$ cat src/hw/rtl/hdt_mod.sv
// 64-bit by 7-bit remainder, four dividend bits a cycle.
// Standalone; no package use.
`default_nettype none
module hdt_mod (
    input  wire logic        aclk,
    input  wire logic        aresetn,
    input  wire logic        start,
    input  wire logic [63:0] dividend,
    input  wire logic [6:0]  divisor,
    output logic             done,
    output logic [6:0]       rem
);
    localparam int STEP = 4;

    logic        busy_reg, done_reg;
    logic [3:0]  cnt_reg;
    logic [63:0] dvd_reg;
    logic [6:0]  dsr_reg, rem_reg;
    logic [7:0]  r;

    always_comb begin
        r = {1'b0, rem_reg};
        for (int i = 0; i < STEP; i++) begin
            r = {r[6:0], dvd_reg[63-i]};
            if (r >= {1'b0, dsr_reg}) r = r - {1'b0, dsr_reg};
        end
    end

    always_ff @(posedge aclk) begin
        if (!aresetn) begin
            busy_reg <= 1'b0;
            done_reg <= 1'b0;
            cnt_reg  <= 4'd0;
        end else begin
            done_reg <= 1'b0;
            if (start) begin
                busy_reg <= 1'b1;
                cnt_reg  <= 4'd0;
            end else if (busy_reg) begin
                cnt_reg <= cnt_reg + 4'd1;
                if (cnt_reg == 4'd15) begin
                    busy_reg <= 1'b0;
                    done_reg <= 1'b1;
                end
            end
        end
    end

    always_ff @(posedge aclk) begin
        if (start) begin
            dvd_reg <= dividend;
            dsr_reg <= divisor;
            rem_reg <= 7'd0;
        end else if (busy_reg) begin
            dvd_reg <= dvd_reg << STEP;
            rem_reg <= r[6:0];
        end
    end

    assign done = done_reg;
    assign rem  = rem_reg;
endmodule
`default_nettype wire

$ cat config.mk
export PLATFORM = sky130hd
export DESIGN_NAME = hdt_mod
export DESIGN_NICKNAME = d
export VERILOG_FILES = /design/src/hw/rtl/hdt_mod.sv
export SDC_FILE = /design/constraint.sdc
export NUM_CORES = 1
export LEC_CHECK = 0
export ABC_AREA = 1
export BUFFER_PORTS_ARGS = -buffer_cell sky130_fd_sc_hd__buf_4
export CORE_UTILIZATION = 40
export CTS_CLUSTER_DIAMETER = 200
export DETAILED_ROUTE_END_ITERATION = 7
export MAX_ROUTING_LAYER = met4
export PLACE_DENSITY = 0.68
export SLEW_MARGIN = 20
export SYNTH_ARGS = -nofsm -noshare
export SYNTH_HDL_FRONTEND = slang
export SYNTH_SLANG_ARGS = --single-unit
$ cat constraint.sdc
create_clock -name aclk -period 17.7 [get_ports aclk]
set_clock_uncertainty 0.05 [all_clocks]
set_input_delay 0 -clock aclk [delete_from_list [all_inputs] [get_ports aclk]]
set_output_delay 0 -clock aclk [all_outputs]
set_load 0.01 [all_outputs]
---- After elaboration in Yosys (flattened, before gate mapping) ----
Cells that the tools add are included.
storage, ports and cells
  bits in registers ....................... 84
  input port bits ......................... 74
  logic and storage cells ................. 31
operators by class
  $add $sub $neg .......................... 5
  order comparisons ....................... 4
  equal/unequal tests ..................... 1
  mux-type cells .......................... 10
  bitwise logic cells ..................... 2
  reduce and logical (&&, ||, !) cells .... 3
operators with widths
  cell                                                            number
  64-bit 2-to-1 mux                                               2
  8-bit by 7-bit >= comparator with 1-bit output                  4
  7-bit 2-to-1 mux                                                4
  7-bit subtractor                                                4
  4-bit by 1-bit adder with 4-bit output (second input constant)  1
  4-bit == test (second input constant)                           1
  1-bit 2-to-1 mux                                                4
  3-bit OR reduction                                              1
  1-bit inverter                                                  2
  2-bit nonzero test                                              1
  2-bit OR reduction                                              1

---- Depth between registers and ports, before layout ----
  word-level depth ........................ 8
  mapped depth ............................ 49

---- Worst setup path after synthesis ----
Ideal clock, no wire load.
  path type ............................... register to register
  start ................................... reg dsr_reg[1]
  end ..................................... reg rem_reg[1], in the netlist rem[1]
  library setup time ...................... 0.113 ns
  arrival ................................. 5.509 ns
  data required time ...................... 17.537 ns
  slack ................................... 12.028 ns
  stages on the path, launching flop included .. 47
  buffers on the path ..................... 1
  clock period less this slack ............ 5.672 ns
  cells stage by stage .................... edfxtp_1 > inv_1 > fa_1 > nand2_1 > nand2_2 > nand2_4 > nand2_2 > nand2_2 > nand2_4 > nand2_1 > nand2_1 > inv_1 > ha_1 > buf_2 > nand2_1 > nor2_1 > nand2_1 > nand3_1 > (+11 left out) > nand2_1 > nand2_1 > inv_1 > nand3_4 > nand2_1 > nand2_1 > inv_1 > fa_1 > nand3_1 > nand2_1 > a21oi_1 > o21bai_1 > nand2_1 > nand3_1 > a21oi_4 > nand3_1 > nand3_1 > nand2_1
between the ends
  cells in the longest elaborated chain, start to end .. 8
RTL lines
  element                                                                             line  source
  start, declared                                                                     18    logic [6:0] dsr_reg, rem_reg;
  start signal, assigned                                                              52    dsr_reg <= divisor;
  7-bit subtractor or 8-bit by 7-bit >= comparator with 1-bit output (tied branches)  25    if (r >= {1'b0, dsr_reg}) r = r - {1'b0, dsr_reg};
  7-bit 2-to-1 mux                                                                    25
  7-bit subtractor or 8-bit by 7-bit >= comparator with 1-bit output (tied branches)  25
  7-bit 2-to-1 mux                                                                    25
  8-bit by 7-bit >= comparator with 1-bit output or 7-bit subtractor (tied branches)  25
  7-bit 2-to-1 mux                                                                    25
  7-bit subtractor or 8-bit by 7-bit >= comparator with 1-bit output (tied branches)  25
  7-bit 2-to-1 mux *                                                                  25
  end signal, assigned                                                                56    rem_reg <= r[6:0];
  end, declared                                                                       18
Mark *: on every way between the ends. The rest lies on a longest branch, timed or not.
A chain may end at the register's enable or synchronous reset.

---- Final worst setup path ----
  start ................................... reg dsr_reg[1]
  end ..................................... reg rem_reg[4], in the netlist rem[4]
between the ends
  cells in the longest elaborated chain, start to end .. 8
RTL lines
  element                                                                             line
  7-bit subtractor or 8-bit by 7-bit >= comparator with 1-bit output (tied branches)  25
  7-bit 2-to-1 mux                                                                    25
  7-bit subtractor or 8-bit by 7-bit >= comparator with 1-bit output (tied branches)  25
  7-bit 2-to-1 mux                                                                    25
  7-bit subtractor or 8-bit by 7-bit >= comparator with 1-bit output (tied branches)  25
  7-bit 2-to-1 mux                                                                    25
  7-bit subtractor or 8-bit by 7-bit >= comparator with 1-bit output (tied branches)  25
  7-bit 2-to-1 mux *                                                                  25
Marks and branches as above.

==> impl_metrics.json <==
{
  "status": "completed",
  "wl_per_cell_um": 13.9,
  "hp-start": "start",
  "dieArea_um2": 13300,
  "setup_viol": 0,
  "worst_path_max_delay_cell": "fa_1",
  "final_hold_viol_count": 0,
  "synth_cells": 615,
  "cap_violations": 0,
  "ios": 82,
  "nFillCells": 1112,
  "cts_tree": "built",
  "cp.required_ns": 17.88,
  "final.setup.tns_ns": 0,
  "cpPeakStageDelay_ns": 0.47,
  "netlist_area_um2": 5120,
  "dp.final_hpwl_um": 8650,
  "antenna_found_initial": 0,
  "via_count": 4516,
  "clk_latency_ns": 0.33,
  "root_buffer": "clkbuf_16",
  "ant_nets": 0,
  "die_y_um": 115,
  "grt_pass1_vias": 4397,
  "startpoint_type": "register",
  "period_share": 0.365,
  "clockBufferDepth": 2,
  "synth_compound_area_frac": 0.0339,
  "worst_pin_slew_ns": 0.750,
  "layout_common_cells": "283 x nand2_1, 83 x buf_4, 72 x dlygate4sd3_1",
  "seq_area_um2": 2390,
  "end_kind": "register",
  "synth_top_family_by_area": "simple AND/OR/NAND/NOR gates",
  "dr.pass1.iters": 5,
  "numCtsBuffers": 9,
  "area_delta_synth_final_pct": 34.8,
  "hp-class": "in2reg",
  "fp-row-count": 40,
  "synth_adder_area_share": 0.0864,
  "hold_depth": 1,
  "cts.sinks": 84,
  "p_leak_nw": 3.43,
  "critPathLaunch": "dsr_reg[1]",
  "crit_type": "reg2reg",
  "p_clk_frac": 0.130,
  "cts_max_level": 3,
  "p_per_area_nw_per_um2": 204,
  "drt-initial-drc-count": 258,
  "intPower_mw": 0.726,
  "diodes": 0,
  "synthSimpleGateAreaFrac": 0.322,
  "synth_cell_type_count": 31,
  "layout_commonest_cell": "nand2_1",
  "path_clk_slew_ns": 0.06,
  "io_buffers": 81,
  "worstPathMaxFanout": 8,
  "coreArea_um2": 12300,
  "place_congestion": 0.968,
  "yosysSeqAreaShare": 0.467,
  "drc": 0,
  "initial_utilization": 0.418,
  "fp.dieW_um": 115,
  "rsz0062_at_grt": "no",
  "syn_avg_cell_area_um2": 8.33,
  "setup_ws_ns": 11.24,
  "largest_register_ffs": 64,
  "multi_input_area_um2": 2420,
  "irDropWorstVdd_v": 0.000131,
  "fmax_ghz": 0.155,
  "p_sw_frac": 0.486,
  "grt.total_usage": 0.215,
  "cp_data_arrival_time_ns": 6.64,
  "p_seq_frac": 0.179,
  "grt_first_pass_wirelength_um": 21000,
  "synth-seq-cells": 84,
  "fin_nets": 873,
  "reg2reg_from": "dsr_reg[1]",
  "via_per_inst": 4.81,
  "synth_mux_area_frac": 0,
  "timing.critical_path.mode_cell": "nand2_1",
  "power_frac_comb": 0.691,
  "min_period_ns": 6.46,
  "r2r.worst_path.cells": 45,
  "p_switching_mw": 0.686,
  "yosysWarnings": 0,
  "cts_resized": 0,
  "slew_headroom": 0.500,
  "synth_xor_xnor_area_share": 0.0308,
  "hold_slack_ns": 0.204,
  "grt_max_degree": 76,
  "drv_slew": 0,
  "drive_gt1_frac": 0.160,
  "syn_nets": 722,
  "grt.overflow.total": 0,
  "wl_um": 13000,
  "dp_slack_ns": 11.25
}
## synth_stat cells
cell | n | area share
nand2_1 | 283 | 0.21
edfxtp_1 | 71 | 0.42
inv_1 | 65 | 0.048
nand3_1 | 41 | 0.040
ha_1 | 29 | 0.071
a21oi_1 | 14 | 0.014
clkbuf_1 | 14 | 0.010
nor2_1 | 14 | 0.010
dfxtp_1 | 13 | 0.051
xor2_1 | 11 | 0.019
xnor2_1 | 7 | 0.012
nand2_2 | 6 | 0.0073
nand3_4 | 6 | 0.021
nand4_1 | 6 | 0.0073
fa_1 | 4 | 0.016
nand2_4 | 4 | 0.0088
o21ai_0 | 4 | 0.0039
a31oi_1 | 3 | 0.0037
nand3b_1 | 3 | 0.0044
a21oi_2 | 2 | 0.0034
a21oi_4 | 2 | 0.0063
nor2_2 | 2 | 0.0024
nor2_8 | 2 | 0.0078
nor3_1 | 2 | 0.0020
a21o_1 | 1 | 0.0015
buf_2 | 1 | 0.00098
clkinv_1 | 1 | 0.00073
inv_2 | 1 | 0.00073
nand3_2 | 1 | 0.0020
o21bai_1 | 1 | 0.0015
or2_4 | 1 | 0.0017
## metrics by stage
| step | utilization | area (um^2) | power, mW | cells |
|---|---|---|---|---|
| after floorplan | - | 5120 | 1.03 | 615 |
| after global placement | 0.481 | 5900 | 1.20 | 851 |
| after detailed placement | 0.481 | 5900 | 1.21 | 851 |
| after CTS | 0.563 | 6910 | 1.41 | 939 |
| after global routing | 0.563 | 6910 | 1.54 | 939 |
| final | 0.563 | 6910 | 1.41 | 939 |
## timing repair
action | in CTS | in global routing
hold endpoints to repair | 73 | 0
buffers inserted | 0 | 0
hold buffers | 72 | 0
## path summary, 6_finish.rpt
path | slack, ns | end
setup reg to reg | 11.24 | rem[4]
hold reg to reg | 0.45 | cnt_reg[1]
hold / removal | 0.20 | dsr_reg[4]
setup / recovery | 11.24 | rem[4]
## per-layer routing
layer | wire length (um) | vias up | global-route usage
met2 | 6540 | 133 | 0.361
met4 | 397 | 0 | 0.0900
met3 | 594 | 27 | 0.0353
li1 | - | 2279 | -
met5 | 0 | - | -
met1 | 5500 | 2077 | 0.256
## cell type report
cell class	instances	area share
Clock buffer	12	0.0342
Clock inverter	4	0.00725
Inverter	67	0.0364
Multi-Input combinational cell	449	0.351
Sequential cell	84	0.346
Tap cell	168	0.0304
Timing Repair Buffer	155	0.195
## power groups by stage
stage | combinational (mW) | sequential (mW) | clock, mW
floorplan | 0.773 | 0.255 | 0
global placement | 0.946 | 0.257 | 0
detailed placement | 0.954 | 0.257 | 0
CTS | 0.971 | 0.253 | 0.187
global route | 1.10 | 0.256 | 0.194
finish | 0.976 | 0.253 | 0.183
## worst max-delay path: cells and delay by family, from the launching register on
family	cells	cell delay, ns
adder cells (fa/ha/maj)	4	1.53
flip-flops	1	0.42
AND/OR/NAND/NOR	31	2.98
AO/OA/AOI/OAI	5	0.82
buffers and inverters	5	0.52
## kinds of logic (layout without fill, tap and decap cells)
family | after synthesis | in the layout
buffers and inverters | 82 | 238
DFF | 84 | 84
AOI/OAI and AO/OA | 27 | 27
xor gates and xnor gates | 18 | 18
and+or+nand+nor | 371 | 371
adders and majority gates | 33 | 33
Power figures use the tool's default switching activity.
