## config.mk

```make
export PLATFORM = sky130hd
export DESIGN_NAME = hdt_mix
export DESIGN_NICKNAME = d
export VERILOG_FILES = /design/src/hw/rtl/hdt_pkg.sv /design/src/hw/rtl/hdt_mix.sv
export SDC_FILE = /design/constraint.sdc
export NUM_CORES = 2
export LEC_CHECK = 0
export BUFFER_PORTS_ARGS = -buffer_cell sky130_fd_sc_hd__buf_2
export CORE_MARGIN = 5
export CORE_UTILIZATION = 58
export DETAILED_ROUTE_END_ITERATION = 8
export GPL_ROUTABILITY_DRIVEN = 1
export PLACE_DENSITY = 0.85
export SLEW_MARGIN = 10
export SYNTH_ARGS = -nofsm -noshare
export SYNTH_HDL_FRONTEND = slang
export SYNTH_SLANG_ARGS = --single-unit
```

## constraint.sdc

```tcl
create_clock -name aclk -period 12.1 [get_ports aclk]
set_clock_uncertainty 0.15 [all_clocks]
set_input_delay 2.42 -clock aclk [delete_from_list [all_inputs] [get_ports aclk]]
set_output_delay 2.42 -clock aclk [all_outputs]
set_load 0.01 [all_outputs]
```

## src/hw/rtl/hdt_pkg.sv

```systemverilog
// Package for the hashed directory table: slot and beat types, codes,
// hash constants and the integrity fold. No dependencies.
`default_nettype none
package hdt_pkg;

    localparam logic [1:0] ACT_LOOKUP = 2'd0;
    localparam logic [1:0] ACT_UPSERT = 2'd1;
    localparam logic [1:0] ACT_ERASE  = 2'd2;
    localparam logic [1:0] ACT_RSVD   = 2'd3;

    localparam logic [2:0] STS_OK        = 3'd0;
    localparam logic [2:0] STS_NOT_FOUND = 3'd1;
    localparam logic [2:0] STS_INVALID   = 3'd2;
    localparam logic [2:0] STS_STALE     = 3'd3;
    localparam logic [2:0] STS_FULL      = 3'd4;
    localparam logic [2:0] STS_ABSENT    = 3'd5;

    localparam logic [1:0] SLOT_EMPTY = 2'd0;
    localparam logic [1:0] SLOT_LIVE  = 2'd1;
    localparam logic [1:0] SLOT_TOMB  = 2'd2;

    localparam logic [1:0] MESI_I = 2'd0;
    localparam logic [1:0] MESI_S = 2'd1;
    localparam logic [1:0] MESI_E = 2'd2;
    localparam logic [1:0] MESI_M = 2'd3;

    localparam logic [1:0] CFG_GROUP_COUNT  = 2'd0;
    localparam logic [1:0] CFG_BUCKET_COUNT = 2'd1;
    localparam logic [1:0] CFG_HASH_SEED    = 2'd2;

    localparam logic [4:0]  GROUP_COUNT_RST  = 5'd16;
    localparam logic [6:0]  BUCKET_COUNT_RST = 7'd64;

    localparam logic [63:0] MIX_C1   = 64'hbf58476d1ce4e5b9;
    localparam logic [63:0] MIX_C2   = 64'h94d049bb133111eb;
    localparam logic [63:0] SEED_XOR = 64'h0123456789ABCDEF;
    localparam logic [3:0]  NIBBLE_MASK = 4'hF;
    localparam logic [23:0] EPOCH_MASK  = 24'hFFFFFF;

    typedef struct packed {
        logic [1:0]  action;
        logic [43:0] line_address;
        logic [1:0]  coherence_state;
        logic [15:0] sharer_mask;
        logic [23:0] epoch;
    } hdt_req_t;

    typedef struct packed {
        logic [2:0]  status;
        logic [1:0]  result_state;
        logic [15:0] result_sharers;
        logic [23:0] result_epoch;
        logic [7:0]  result_check;
    } hdt_rsp_t;

    typedef struct packed {
        logic [43:0] addr;
        logic [1:0]  st;
        logic [1:0]  mesi;
        logic [15:0] sharers;
        logic [23:0] epoch;
        logic [7:0]  check;
    } hdt_slot_t;

    typedef enum logic [3:0] {
        S_CLEAR, S_IDLE, S_MIX_G, S_MOD_G, S_MIX_B, S_MOD_B,
        S_READ, S_CHECK, S_FINISH
    } hdt_state_t;

    function automatic logic [7:0] fold(input logic [43:0] a, input logic [1:0] st,
                                        input logic [1:0] mesi, input logic [15:0] sh,
                                        input logic [23:0] ep);
        logic [7:0] c;
        c = a[7:0] ^ a[15:8] ^ a[23:16] ^ a[31:24] ^ a[39:32];
        c = c ^ {4'b0, a[43:40] & NIBBLE_MASK};
        c = c ^ {4'b0, mesi, st};
        c = c ^ sh[7:0] ^ sh[15:8];
        c = c ^ ep[7:0] ^ ep[15:8] ^ ep[23:16];
        return c;
    endfunction

    function automatic hdt_slot_t make_slot(input logic [43:0] a, input logic [1:0] st,
                                            input logic [1:0] mesi, input logic [15:0] sh,
                                            input logic [23:0] ep);
        hdt_slot_t s;
        s.addr    = a;
        s.st      = st;
        s.mesi    = mesi;
        s.sharers = sh;
        s.epoch   = ep & EPOCH_MASK;
        s.check   = fold(a, st, mesi, sh, ep & EPOCH_MASK);
        return s;
    endfunction

endpackage
`default_nettype wire

```

## src/hw/rtl/hdt_mix.sv

```systemverilog
// Seeded splitmix64 finalizer on one shared 32x32 multiplier.
// Depends on hdt_pkg for the mix constants.
`default_nettype none
module hdt_mix (
    input  wire logic        aclk,
    input  wire logic        aresetn,
    input  wire logic        start,
    input  wire logic [63:0] x_in,
    input  wire logic [63:0] seed_in,
    output logic             done,
    output logic [63:0]      hash_out
);
    logic        busy_reg, sel_reg, done_reg;
    logic [1:0]  ph_reg;
    logic [63:0] op_reg, prod_reg, acc_reg, hash_reg;
    logic [63:0] x0, cst, acc_plus, prod_next;
    logic [31:0] ma, mb;

    always_comb begin
        x0        = x_in + seed_in;
        cst       = sel_reg ? hdt_pkg::MIX_C2 : hdt_pkg::MIX_C1;
        ma        = (ph_reg == 2'd2) ? op_reg[63:32] : op_reg[31:0];
        mb        = (ph_reg == 2'd1) ? cst[63:32] : cst[31:0];
        prod_next = {32'b0, ma} * {32'b0, mb};
        acc_plus  = acc_reg + {prod_reg[31:0], 32'b0};
    end

    always_ff @(posedge aclk) begin
        if (!aresetn) begin
            busy_reg <= 1'b0;
            done_reg <= 1'b0;
            sel_reg  <= 1'b0;
            ph_reg   <= 2'd0;
        end else begin
            done_reg <= 1'b0;
            if (start) begin
                busy_reg <= 1'b1;
                sel_reg  <= 1'b0;
                ph_reg   <= 2'd0;
            end else if (busy_reg) begin
                ph_reg <= ph_reg + 2'd1;
                if (ph_reg == 2'd3) begin
                    if (sel_reg) begin
                        busy_reg <= 1'b0;
                        done_reg <= 1'b1;
                    end
                    sel_reg <= 1'b1;
                end
            end
        end
    end

    always_ff @(posedge aclk) begin
        if (start) begin
            op_reg <= x0 ^ (x0 >> 30);
        end else if (busy_reg) begin
            prod_reg <= prod_next;
            case (ph_reg)
                2'd1: acc_reg <= prod_reg;
                2'd2: acc_reg <= acc_plus;
                2'd3: begin
                    if (sel_reg) hash_reg <= acc_plus ^ (acc_plus >> 31);
                    else op_reg <= acc_plus ^ (acc_plus >> 27);
                end
                default: ;
            endcase
        end
    end

    assign done     = done_reg;
    assign hash_out = hash_reg;
endmodule
`default_nettype wire

```

# == Yosys cells after proc, flatten, opt, wreduce, memory -nomap -nowiden ==
# Index checks and enable logic that the tools add are counted.
# op_classes
add_sub_neg,3
mul,1
eq_ne,4
n_mux,13
bitwise_logic,7
reduce_logical,10
# ops
cell,n
64-bit two-way mux,4
64-bit adder,2
64-bit one-hot mux with 2 select lines,1
32-bit by 32-bit multiplier with 64-bit output,1
32-bit two-way mux,2
64-bit by 33-bit XOR with 64-bit output,1
64-bit by 34-bit XOR with 64-bit output,1
64-bit by 37-bit XOR with 64-bit output,1
62-bit two-way mux,1
3-bit AND reduction,2
2-bit nonzero test,3
1-bit two-way mux,5
2-bit == test (second input constant),2
1-bit NOT,4
2-bit AND reduction,2
4-bit AND reduction,1
4-bit OR reduction,1
2-bit by 1-bit adder with 2-bit output (second input constant),1
2-bit by 1-bit == test with 1-bit output (second input constant),1
2-bit != test (second input constant),1
2-bit OR reduction,1
# word_totals
regBits,261
in_bits,131
out_inout_bits,65
wordCells,46

# == Logic depth before layout (Yosys ltp) ==
# logic_depth
word_depth,6
mapped_depth,39
depth_no_buf,36

# == Least setup slack after synthesis ==
# Ideal clock, no wire load.
# synth_path
kind,flip-flop to flip-flop
startpoint,register ph_reg[0]
endpoint,"register prod_reg[58], data pin"
setup_time_ps,260
t_arrival_ps,8643
required_ps,11690
slack_ps,3048
path_stages_with_launch,33
path_buffers,2
cell_sequence,dfxtp_1 inv_1 ha_1 clkbuf_1 clkbuf_1 mux2_2 inv_1 nor2_1 nand2_1 inv_1 nor2_1 inv_1 fa_1 inv_1 fa_1 inv_1 fa_1 inv_1 fa_1 inv_1 fa_1 fa_1 fa_1 fa_1 ha_1 nand4_1 a2111oi_0 o22ai_1 o21ba_2 nand2b_1 a21oi_1 a31oi_1 xnor2_1
# synth_between
elab_chain_len,3
elab_cells_between_ends,5
# synth_rtl
item,line_no,source
start: declaration,hdt_mix.sv:14,logic [1:0] ph_reg;
start signal: assignment,hdt_mix.sv:41,ph_reg <= ph_reg + 2'd1;
2-bit == test or 2-bit by 1-bit == test with 1-bit output (tied branches),"hdt_mix.sv:22, hdt_mix.sv:23",
32-bit two-way mux (on tied branches),"hdt_mix.sv:22, hdt_mix.sv:23",
32-bit by 32-bit multiplier with 64-bit output *,hdt_mix.sv:24,"prod_next = {32'b0, ma} * {32'b0, mb};"
via prod_next[58],hdt_mix.sv:16,"logic [63:0] x0, cst, acc_plus, prod_next;"
end signal: assignment,hdt_mix.sv:57,prod_reg <= prod_next;
end: declaration,hdt_mix.sv:15,"logic [63:0] op_reg, prod_reg, acc_reg, hash_reg;"
# Mark *: on every way through the listed nets, which the timed path passes. The rest lies on a longest branch.
# A chain may end at the register's enable or synchronous reset.

# == Worst setup path in the final report ==
# layout_path
startpoint,register ph_reg[0]
endpoint,"register prod_reg[61], data pin"
# The elaborated chain is that of the path after synthesis.

==> insert_results.sql <==
INSERT INTO impl_metrics (metric_group, metric, value, unit) VALUES
('synthesis', 'synth.ff_latch_count', '261', ''),
('grt', 'grt_max_degree', '68', ''),
('die', 'die_y_extent', '289', 'um'),
('critical_path', 'setup.worst_path.class', 'reg -> reg', ''),
('die', 'die_w', '289', 'um'),
('critical_path', 'critical_path_cell_with_the_highest_stage_delay', 'sky130_fd_sc_hd__mux2i_1', ''),
('synthesis', 'syn_area_per_cell', '9.87', 'sq um'),
('cts', 'cts.hold.buffers_added', '0', ''),
('routing', 'route.antenna.remaining_nets', '0', ''),
('synthesis', 'synth.net_count', '5957', ''),
('critical_path', 'slowest_stage_delay_on_critical_path', '1030', 'ps'),
('critical_path', 'crit_path_frequent_cell', 'sky130_fd_sc_hd__fa_1', ''),
('routing', 'vias_per_cell', '5.98', ''),
('layout', 'final_cell_mix', 'sky130_fd_sc_hd__inv_1, sky130_fd_sc_hd__fa_1, sky130_fd_sc_hd__ha_1', ''),
('critical_path', 'required', '12220', 'ps'),
('sta', 'fmax', '0.0917', 'GHz'),
('sta', 'slew_headroom', '14.1', '%'),
('min_path', 'min-delay-path-class', 'reg -> reg', ''),
('synthesis', 'synth-seq-area-share', '17.2', '%'),
('layout', 'final_area', '48100', 'sq um'),
('outcome', 'outcome', 'completed', ''),
('critical_path', 'critPathLaunchType', 'flip-flop', ''),
('layout', 'synthToLayoutAreaGrowth', '6.39', '%'),
('routing', 'num_vias', '34390', ''),
('routing', 'detailedRoute.firstIterationViolations', '4026', ''),
('sta', 'fin_crit_sh', '90.1', '%'),
('cts', 'clock_insertion_delay_worst_skew', '540', 'ps'),
('synthesis', 'ys.warnings.count', '0', ''),
('die', 'io_pins', '196', ''),
('die', 'core.rowCount', '102', ''),
('layout', 'layout.cells.most_common', 'sky130_fd_sc_hd__inv_1', ''),
('critical_path', 'end_kind', 'flip-flop', ''),
('grt', 'grt_pass1_vias', '35645', ''),
('sta', 'timing.setup.tns', '0', 'ps'),
('cts', 'clock_sinks', '261', ''),
('routing', 'drc', '0', ''),
('cts', 'post-cts-setup-buffers', '0', ''),
('cts', 'clock_tree.buffer_depth', '3', ''),
('job', 'maxCapViolCount', '0', ''),
('cts', 'cts_tree', 'done', ''),
('synthesis', 'asyncSetResetFlopFracSynth', '0', '%'),
('sta', 'grt_setup_unrepaired', 'no', ''),
('grt', 'gr_usage_total', '37.0', '%'),
('synthesis', 'synth_edf_count', '256', ''),
('synthesis', 'synthesis.instances', '4577', ''),
('place', 'place_inst', '5715', ''),
('place', 'hpwl', '133000', 'um'),
('cts', 'worst_setup_hold_path_clk_slew', '70', 'ps'),
('sta', 'fin_crit', '10900', 'ps'),
('place', 'routabilityCongestion', '1.05', ''),
('cts', 'cts_root_buf', 'sky130_fd_sc_hd__clkbuf_16', ''),
('routing', 'drt_first_pass_iters', '7', ''),
('critical_path', 'worst-endpoint-arrival', '11030', 'ps'),
('layout', 'nets', '6080', ''),
('place', 'placement.io_buffers', '195', ''),
('die', 'floorplan.die_area', '83600', 'sq um'),
('synthesis', 'yosys_most_used_dff', 'sky130_fd_sc_hd__edfxtp_1', ''),
('sta', 'timing_worst_slew_pin_value', '1250', 'ps'),
('layout', 'layout-drive-gt1-share', '8.09', '%'),
('critical_path', 'critical_path_fanouts_max', '40', ''),
('layout', 'final_cells', '5753', ''),
('sta', 'finalSetupViolations', '0', ''),
('synthesis', 'mappedNetlistArea', '45200', 'sq um'),
('sta', 'final-hold-violation-count', '0', ''),
('sta', 'maxSlewViolCount', '0', ''),
('grt', 'antenna_found_initial', '0', ''),
('synthesis', 'synth.lib_cells_used.distinct', '76', ''),
('grt', 'grt_first_pass_wirelength', '227000', 'um'),
('cts', 'cts_resized', '0', ''),
('cts', 'clock_tree.htree_level_count', '1', ''),
('die', 'placeableCoreArea', '77300', 'sq um'),
('routing', 'drt_wl_total', '153000', 'um'),
('die', 'start_util', '58.4', '%'),
('routing', 'wire_per_inst', '26.6', 'um'),
('cts', 'cts-buffers-inserted', '23', ''),
('grt', 'grt-ovfl-total', '0', ''),
('place', 'dpl_cell_area', '47300', 'sq um');
## worst max-delay path: cells and delay by family, from the launching register on
kind,cells,cell delay [ps]
AOI/OAI and AO/OA,6,2060
xor gates and xnor gates,1,100
adders and majority gates,10,4720
buffers and inverters,4,580
DFF,1,370
muxes,1,1030
and+or+nand+nor,6,1600
## logic make-up after synthesis
logic type,synth area share (%)
mux,2.00
flops,17.2
buf+inv,9.95
simple gates,8.53
compound gates,9.15
xor+xnor,5.24
fa+ha+maj,47.9
## synthesized netlist by cell type, drive strengths merged, types with 45 or more instances
master,n,area [sq um]
clkbuf,118,443
a21oi,230,1150
edfxtp,256,7690
xnor2,149,1310
inv,1056,3960
nand2,283,1060
a21o,81,608
o21ai,132,661
fa,802,16100
nor2,329,1240
xor2,112,988
ha,447,5590
mux2,65,732
nor2b,45,282
## final cells by class
class,instances,area (sq um)
Antenna cell,1,2.50
Inverter,1060,3980
Clock inverter,12,166
Timing Repair Buffer,233,1290
Fill cell,6540,29300
Tap cell,1040,1300
Clock buffer,25,593
Multi-Input combinational cell,3121,33000
Sequential cell,261,7790
## per-stage QoR
step / hold WS, ps / utilization (%) / setup WS (ps)
after floorplan: 353 / - / 3050
after global placement: 380 / 61.2 / 1520
after detailed placement: 383 / 61.2 / 1300
after CTS: 403 / 62.2 / 1290
after global routing: 409 / 62.2 / 785
final: 401 / 62.2 / 1200
## metal layers
metal	vias to the layer above	share of wire, %	global-route usage, %
met5	-	0	0
met4	0	7.4	20.2
met3	458	10	6.58
met2	2024	44	56.3
met1	17142	39	50.7
li1	14766	-	-
## worst paths after layout
| check | start | end | slack (ps) | depth (start not counted) |
|---|---|---|---|---|
| worst max-delay path | ph_reg[0] | prod_reg[61] | 1200 | 28 |
| worst min-delay path | prod_reg[53] | acc_reg[53] | 400 | 1 |
| worst max register to register | ph_reg[0] | prod_reg[61] | 1200 | 28 |
| worst min register to register | prod_reg[53] | acc_reg[53] | 400 | 1 |
Power is not shown: default switching activity piles up to over one toggle a cycle in this logic, so the estimate is an artifact.
